## src/urpd_pkg.sv

```systemverilog
`timescale 1ns / 1ps
// ----------------------------------------------------------------------------
// urpd_pkg
// Shared widths and result codes for the random pool draw block.
// ----------------------------------------------------------------------------
package urpd_pkg;

    localparam int RND_W  = 16;  // random value width
    localparam int VAL_W  = 8;   // stored entry width
    localparam int CFG_W  = 9;   // pool_size register width
    localparam int STEP_W = $clog2(RND_W);

    localparam logic STATUS_DRAWN = 1'b0;
    localparam logic STATUS_EMPTY = 1'b1;

endpackage

```

## src/urpd_mod.sv

```systemverilog
`timescale 1ns / 1ps
// ----------------------------------------------------------------------------
// urpd_mod
// Iterative restoring remainder unit: one dividend bit per cycle.
// ----------------------------------------------------------------------------
module urpd_mod import urpd_pkg::*; #(
    parameter int DIV_W = 9
) (
    input  logic             aclk,
    input  logic             aresetn,
    input  logic             start,
    input  logic [RND_W-1:0] dividend,
    input  logic [DIV_W-1:0] divisor,
    output logic             done,
    output logic [DIV_W-1:0] remainder
);

    logic              busy_reg, busy_next;
    logic              done_reg, done_next;
    logic [STEP_W-1:0] cnt_reg, cnt_next;
    logic [RND_W-1:0]  dvd_reg, dvd_next;
    logic [DIV_W-1:0]  rem_reg, rem_next;
    logic [DIV_W:0]    shifted;

    assign shifted = {rem_reg, dvd_reg[RND_W-1]};

    always_comb begin
        busy_next = busy_reg;
        done_next = 1'b0;
        cnt_next  = cnt_reg;
        dvd_next  = dvd_reg;
        rem_next  = rem_reg;
        if (start) begin
            busy_next = 1'b1;
            cnt_next  = STEP_W'(RND_W - 1);
            dvd_next  = dividend;
            rem_next  = '0;
        end else if (busy_reg) begin
            dvd_next = {dvd_reg[RND_W-2:0], 1'b0};
            if (shifted >= {1'b0, divisor}) begin
                rem_next = DIV_W'(shifted - {1'b0, divisor});
            end else begin
                rem_next = DIV_W'(shifted);
            end
            cnt_next = cnt_reg - 1'b1;
            if (cnt_reg == '0) begin
                busy_next = 1'b0;
                done_next = 1'b1;
            end
        end
    end

    always_ff @(posedge aclk) begin
        if (!aresetn) begin
            busy_reg <= 1'b0;
            done_reg <= 1'b0;
        end else begin
            busy_reg <= busy_next;
            done_reg <= done_next;
        end
        cnt_reg <= cnt_next;
        dvd_reg <= dvd_next;
        rem_reg <= rem_next;
    end

    assign done      = done_reg;
    assign remainder = rem_reg;

endmodule

```

## src/unique_random_pool_draw.sv

```systemverilog
`timescale 1ns / 1ps
// ----------------------------------------------------------------------------
// unique_random_pool_draw
// Draws each value 0..N-1 once, N = min(pool_size, POOL_DEPTH), in a random order.
// ----------------------------------------------------------------------------
// One item is handled at a time and each gives exactly one result. A draw
// runs through the empty check, the bit-serial remainder of random_value by
// the live count, the handoff from the remainder unit, the read of the drawn
// slot, the read of the last live entry, the write-back through the pool
// memory and the output load. An empty pool goes from the empty check
// straight to the output load. s_ready returns the cycle the result goes
// valid; a new item is not taken before the last one reaches the output load.
// An item with refill set first sweeps the memory, one entry per cycle, over
// min(pool_size, POOL_DEPTH) entries. The next item is taken while the
// previous result still waits on m_ready. An empty pool returns drawn_value
// 0 with status 1. pool_size goes through the cfg channel (always ready); the
// user must write it only while the block is idle: the block does not enforce it.
// ----------------------------------------------------------------------------
module unique_random_pool_draw import urpd_pkg::*; #(
    parameter int POOL_DEPTH = 256
) (
    input  logic             aclk,
    input  logic             aresetn,
    input  logic             cfg_valid,
    output logic             cfg_ready,
    input  logic [CFG_W-1:0] cfg_pool_size,
    input  logic             s_valid,
    output logic             s_ready,
    input  logic             s_refill,
    input  logic [RND_W-1:0] s_random_value,
    output logic             m_valid,
    input  logic             m_ready,
    output logic [VAL_W-1:0] m_drawn_value,
    output logic             m_status
);

    localparam int CNT_W = $clog2(POOL_DEPTH + 1);
    localparam int IDX_W = (POOL_DEPTH > 1) ? $clog2(POOL_DEPTH) : 1;
    localparam int SZ_W  = (CNT_W > CFG_W) ? CNT_W : CFG_W;

    localparam logic [2:0] ST_IDLE    = 3'd0;
    localparam logic [2:0] ST_FILL    = 3'd1;
    localparam logic [2:0] ST_CHECK   = 3'd2;
    localparam logic [2:0] ST_DIV     = 3'd3;
    localparam logic [2:0] ST_RD_SLOT = 3'd4;
    localparam logic [2:0] ST_RD_LAST = 3'd5;
    localparam logic [2:0] ST_WR      = 3'd6;
    localparam logic [2:0] ST_RESULT  = 3'd7;

    logic [2:0]       state_reg, state_next;
    logic [CFG_W-1:0] pool_size_reg, pool_size_next;
    logic [CNT_W-1:0] count_reg, count_next;
    logic [RND_W-1:0] rnd_reg, rnd_next;
    logic [IDX_W-1:0] fill_idx_reg, fill_idx_next;
    logic [IDX_W-1:0] slot_reg, slot_next;
    logic [VAL_W-1:0] res_value_reg, res_value_next;
    logic             res_status_reg, res_status_next;
    logic             m_valid_reg, m_valid_next;
    logic [VAL_W-1:0] m_drawn_value_reg, m_drawn_value_next;
    logic             m_status_reg, m_status_next;

    logic [VAL_W-1:0] pool_mem [POOL_DEPTH];
    logic [VAL_W-1:0] rd_data_reg;
    logic [IDX_W-1:0] mem_raddr;
    logic [IDX_W-1:0] mem_waddr;
    logic [VAL_W-1:0] mem_wdata;
    logic             mem_we;

    logic             div_start;
    logic             div_done;
    logic [CNT_W-1:0] div_rem;

    logic [CNT_W-1:0] fill_count;
    logic [CNT_W-1:0] last_idx;
    logic             s_xfer;

    urpd_mod #(
        .DIV_W (CNT_W)
    ) u_mod (
        .aclk      (aclk),
        .aresetn   (aresetn),
        .start     (div_start),
        .dividend  (rnd_reg),
        .divisor   (count_reg),
        .done      (div_done),
        .remainder (div_rem)
    );

    assign s_ready   = (state_reg == ST_IDLE);
    assign s_xfer    = s_valid && s_ready;
    assign cfg_ready = 1'b1;
    assign last_idx  = count_reg - 1'b1;

    // refill saturates at the memory depth
    always_comb begin
        if (SZ_W'(pool_size_reg) > SZ_W'(POOL_DEPTH)) begin
            fill_count = CNT_W'(POOL_DEPTH);
        end else begin
            fill_count = CNT_W'(pool_size_reg);
        end
    end

    always_comb begin
        state_next         = state_reg;
        pool_size_next     = pool_size_reg;
        count_next         = count_reg;
        rnd_next           = rnd_reg;
        fill_idx_next      = fill_idx_reg;
        slot_next          = slot_reg;
        res_value_next     = res_value_reg;
        res_status_next    = res_status_reg;
        m_valid_next       = m_valid_reg;
        m_drawn_value_next = m_drawn_value_reg;
        m_status_next      = m_status_reg;
        mem_raddr          = slot_reg;
        mem_waddr          = slot_reg;
        mem_wdata          = rd_data_reg;
        mem_we             = 1'b0;
        div_start          = 1'b0;

        if (cfg_valid) begin
            pool_size_next = cfg_pool_size;
        end

        if (m_valid_reg && m_ready) begin
            m_valid_next = 1'b0;
        end

        unique case (state_reg)
            ST_IDLE: begin
                if (s_xfer) begin
                    rnd_next = s_random_value;
                    if (s_refill) begin
                        count_next    = fill_count;
                        fill_idx_next = '0;
                        state_next    = (fill_count != '0) ? ST_FILL : ST_CHECK;
                    end else begin
                        state_next = ST_CHECK;
                    end
                end
            end
            ST_FILL: begin
                mem_we        = 1'b1;
                mem_waddr     = fill_idx_reg;
                mem_wdata     = VAL_W'(fill_idx_reg);
                fill_idx_next = fill_idx_reg + 1'b1;
                if (CNT_W'(fill_idx_reg) == last_idx) begin
                    state_next = ST_CHECK;
                end
            end
            ST_CHECK: begin
                if (count_reg == '0) begin
                    res_value_next  = '0;
                    res_status_next = STATUS_EMPTY;
                    state_next      = ST_RESULT;
                end else begin
                    div_start  = 1'b1;
                    state_next = ST_DIV;
                end
            end
            ST_DIV: begin
                if (div_done) begin
                    slot_next  = div_rem[IDX_W-1:0];
                    state_next = ST_RD_SLOT;
                end
            end
            ST_RD_SLOT: begin
                mem_raddr  = slot_reg;
                state_next = ST_RD_LAST;
            end
            ST_RD_LAST: begin
                // drawn entry arrives now; fetch the last live entry next
                res_value_next  = rd_data_reg;
                res_status_next = STATUS_DRAWN;
                mem_raddr       = last_idx[IDX_W-1:0];
                state_next      = ST_WR;
            end
            ST_WR: begin
                mem_we     = 1'b1;
                mem_waddr  = slot_reg;
                mem_wdata  = rd_data_reg;
                count_next = last_idx;
                state_next = ST_RESULT;
            end
            ST_RESULT: begin
                if (!m_valid_reg || m_ready) begin
                    m_valid_next       = 1'b1;
                    m_drawn_value_next = res_value_reg;
                    m_status_next      = res_status_reg;
                    state_next         = ST_IDLE;
                end
            end
            default: begin
                state_next = ST_IDLE;
            end
        endcase
    end

    always_ff @(posedge aclk) begin
        if (!aresetn) begin
            state_reg     <= ST_IDLE;
            pool_size_reg <= '0;
            count_reg     <= '0;
            m_valid_reg   <= 1'b0;
        end else begin
            state_reg     <= state_next;
            pool_size_reg <= pool_size_next;
            count_reg     <= count_next;
            m_valid_reg   <= m_valid_next;
        end
        rnd_reg           <= rnd_next;
        fill_idx_reg      <= fill_idx_next;
        slot_reg          <= slot_next;
        res_value_reg     <= res_value_next;
        res_status_reg    <= res_status_next;
        m_drawn_value_reg <= m_drawn_value_next;
        m_status_reg      <= m_status_next;
    end

    always_ff @(posedge aclk) begin
        if (mem_we) begin
            pool_mem[mem_waddr] <= mem_wdata;
        end
        rd_data_reg <= pool_mem[mem_raddr];
    end

    assign m_valid       = m_valid_reg;
    assign m_drawn_value = m_drawn_value_reg;
    assign m_status      = m_status_reg;

endmodule

```

## config.mk

```make
export PLATFORM = sky130hd
export DESIGN_NAME = unique_random_pool_draw
export DESIGN_NICKNAME = d
export VERILOG_FILES = /design/src/urpd_pkg.sv /design/src/urpd_mod.sv /design/src/unique_random_pool_draw.sv
export SDC_FILE = /design/constraint.sdc
export NUM_CORES = 2
export LEC_CHECK = 0
export BUFFER_PORTS_ARGS = -buffer_cell sky130_fd_sc_hd__buf_2
export CORE_ASPECT_RATIO = 1.2
export CORE_MARGIN = 5
export CORE_UTILIZATION = 57
export DETAILED_ROUTE_END_ITERATION = 8
export PLACE_DENSITY = 0.76
export SYNTH_ARGS = -nofsm -noshare
export SYNTH_HDL_FRONTEND = slang
export SYNTH_SLANG_ARGS = --single-unit
```

## constraint.sdc

```tcl
create_clock -name aclk -period 12.2 [get_ports aclk]
set_input_delay 1.22 -clock aclk [delete_from_list [all_inputs] [get_ports aclk]]
set_output_delay 1.22 -clock aclk [all_outputs]
set_load 0.01 [all_outputs]
```

==> impl_metrics.toml <==
[power]
power.ir.vdd_worst_v = 0.000233
p_leak_nw = 30.1
power_frac_seq = 0.533
power_density_mw_per_mm2 = 191
comb_power_share = 0.138
swShare = 0.268
p_int_mw = 13.0
power_mw = 17.8
p_switching_mw = 4.77
pwr-share-clk = 0.329

[setup_path]
timing.rr.end = "rd_data_reg[6]"
crit_arrival_ns = 7.13
crit_path_start_kind = "register"
timing.rr.start = "state_reg[1]"
critical_path_required_ns = 12.96
critPathKind = "register to register"
rrSetupSlack_ns = 5.83
crit_path_max_fanout = 142
r2r_cells = 13
startpoint = "state_reg[1]"
end_kind = "register"

[grt]
grt_pass1_vias = 51046
grt_max_degree = 257
grt_pass1_wl_um = 325000
busiest_layer = "met2"
grtUsageMet1 = 0.361
grt_usage = 0.277
grt_overflow = 0
antenna_found_initial = 5
met2_usage = 0.441
use_met3 = 0.0599

[cells_and_area]
drive_above_1_share = 0.0912
fin_area_mm2 = 0.0931
syn_to_final_growth_pct = 8.89
fill_cells = 10349
largest_reg_flops = 2048
multi_input_area_mm2 = 0.0192
final_util = 0.625
diodes = 0
nNetsFinal = 5957
final_cells = 8037
seqCellArea_mm2 = 0.0644

[cts]
cts_root_buf = "clkbuf_16"
post_cts_buffers = 0
cts_hold_buffers = 0
cts.clk_slew.worst_paths_ns = 0.07
cts_max_level = 4
cts_resized = 0
cts_tree = "yes"
insertion_delay_ns = 0.83
cts_made_buffers = 188
clockBufferDepth = 3
clock-sinks = 2159

[placed_design]
hpwl_um = 125000
gp_congestion = 0.878
dp.cells = 7685
place_area_mm2 = 0.0871
portBuffers = 41

[yosys]
synth_adder_area_share = 0.00199
synth_top_family_by_area = "simple AND/OR/NAND/NOR gates"
synth_flop_cell = "edfxtp_1"
synthXorXnorAreaFrac = 0.00275
synthSimpleGateAreaFrac = 0.113
syn-num-nets = 6054
synth_sequential_area_ratio = 0.753
netlist_instances = 6010
synth_mux_area_frac = 0.0353
synthArstFlopShare = 0
netlist_area_mm2 = 0.0855
synth_compound_area_frac = 0.0689
ys_seq_elements = 2159
synth_cell_types = 72
synth_edf_count = 2114
yosys_warnings = 0
avgSynthCellArea_um2 = 14.2

[timing]
final-max-slew-violation-count = 0
slew_headroom = 0.124
timing.setup.tns_ns = 0
hold_violations = 0
clock.fmax_ghz = 0.157
fin_skew_ns = 0.0260
period_share = 0.522
setup_viol = 0
tightest_slew_ns = 1.31
rsz0062_at_grt = "no"
period_minus_slack_ns = 6.37

[floorplanning]
ios = 43
core_area_mm2 = 0.149
die_x_um = 364
die_y_um = 434
fp-row-count = 155
dieArea_mm2 = 0.158
start_util = 0.574

[min_path]
min_from = "res_value_reg[2]"
hold_depth = 0
hold_path_class = "register to register"
hold_path_end = "m_drawn_value[2]"

[detailed_routing]
dr.pass1.iters = 6
drc_errors = 0
vias = 52741
wl_per_cell_um = 27.5
wl_um = 221000
vias_per_cell = 6.56
initialDrtViolationCount = 7507
drtAntennaViolNets = 0

[outcome]
outcome = "finished clean"

[flow_run]
max_cap_violations = 0
final cells by class:
type                       instances  share of cell area
timing repair buffer             126              0.0101
inverter                          23            0.000928
clock inverter                   122              0.0116
sequential                      2159               0.692
tap                             1962              0.0264
clock buffer                     230              0.0531
multi-input combinational       3415               0.206
cells in the mapped netlist, types with 53 or more instances:
| library cell | n | share of area |
|---|---|---|
| buf_2 | 180 | 0.011 |
| a221oi_1 | 140 | 0.014 |
| mux2i_1 | 63 | 0.0074 |
| nand4_1 | 94 | 0.0069 |
| a21oi_1 | 375 | 0.022 |
| nand3_1 | 331 | 0.019 |
| mux4_2 | 106 | 0.028 |
| clkbuf_1 | 143 | 0.0063 |
| a32oi_1 | 53 | 0.0054 |
| edfxtp_1 | 2114 | 0.74 |
| a31oi_1 | 151 | 0.011 |
| nor2_1 | 350 | 0.015 |
| nand2_1 | 1418 | 0.062 |
per-stage QoR:
step           hold WS (ns)  setup slack (ns)
2_1_floorplan         0.400              3.53
3_3_place_gp          0.404              6.33
3_5_place_dp          0.407              6.16
4_1_cts               0.435              6.12
5_1_grt               0.436              5.80
6_report              0.429              5.83
layer usage:
layer / up-vias / part of all wire
met4: 6 / 0.062
li1: 22466 / -
met3: 651 / 0.11
met5: - / 0.00019
met2: 3505 / 0.47
met1: 26113 / 0.35
critical path, cell delays in order, from the launching register on:
cell and delay, ns:
dfxtp_1 0.71, and3b_4 0.40, inv_2 0.26, a21o_4 0.60, buf_4 0.60, buf_12 0.55, buf_4 0.80, a21oi_1 0.09
a221oi_1 0.48, a211o_1 0.17, a31oi_1 0.04, a211oi_1 0.96, a2bb2oi_1 0.23, nand3_1 0.12
kinds of logic after synthesis:
kind of cell               count (synthesis)
muxes                                    169
adders and majority gates                 13
buffers and inverters                    436
xor gates and xnor gates                  26
and+or+nand+nor                         2310
other                                      1
AOI/OAI and AO/OA                        896
DFF                                     2159
power by group through the flow:
stage                     logic [mW]  clock network [mW]  registers [mW]
after floorplan                 1.44                   0            9.87
after global placement          2.33                   0            9.61
after detailed placement        2.41                   0            9.62
after CTS                       2.42                5.87            9.46
after global routing            2.62                6.19            9.48
final                           2.46                5.85            9.47
how the worst max path moves through the flow:
stage,endpoint,cells past startpoint
detailed placement,rd_data_reg[6],13
CTS,rd_data_reg[6],13
finish,rd_data_reg[6],13
global route,rd_data_reg[6],13
floorplan,pool_mem[0][6],5
global placement,rd_data_reg[6],13
placed cells by master, fill, tap and decap left out, types with 8 or more instances in the layout:
| cell | count |
|---|---|
| a32oi_1 | 52 |
| buf_12 | 8 |
| bufinv_16 | 15 |
| clkbuf_16 | 190 |
| o21ai_0 | 23 |
| clkbuf_1 | 36 |
| a21oi_1 | 374 |
| ha_1 | 12 |
| buf_2 | 41 |
| a211oi_1 | 37 |
| a22oi_1 | 24 |
| clkinv_2 | 43 |
| clkinvlp_4 | 9 |
| nor2_1 | 350 |
| or4_1 | 10 |
| nor2b_1 | 8 |
| a31oi_1 | 151 |
| clkinv_1 | 39 |
| xnor2_1 | 16 |
| buf_4 | 77 |
| a221oi_1 | 140 |
| nand2_1 | 1408 |
| nor3_1 | 12 |
| a211o_1 | 8 |
| a32o_1 | 18 |
| edfxtp_1 | 2114 |
| nor4_1 | 17 |
| xor2_1 | 9 |
| mux2i_1 | 62 |
| nand2b_1 | 8 |
| inv_1 | 22 |
| o22ai_1 | 8 |
| mux4_2 | 106 |
| nand3b_1 | 11 |
| a2111oi_0 | 10 |
| and3_1 | 16 |
| nand3_1 | 331 |
| nand4_1 | 94 |
| and2_1 | 14 |
| dfxtp_1 | 45 |
No activity file was read; power rests on OpenSTA's default activity.
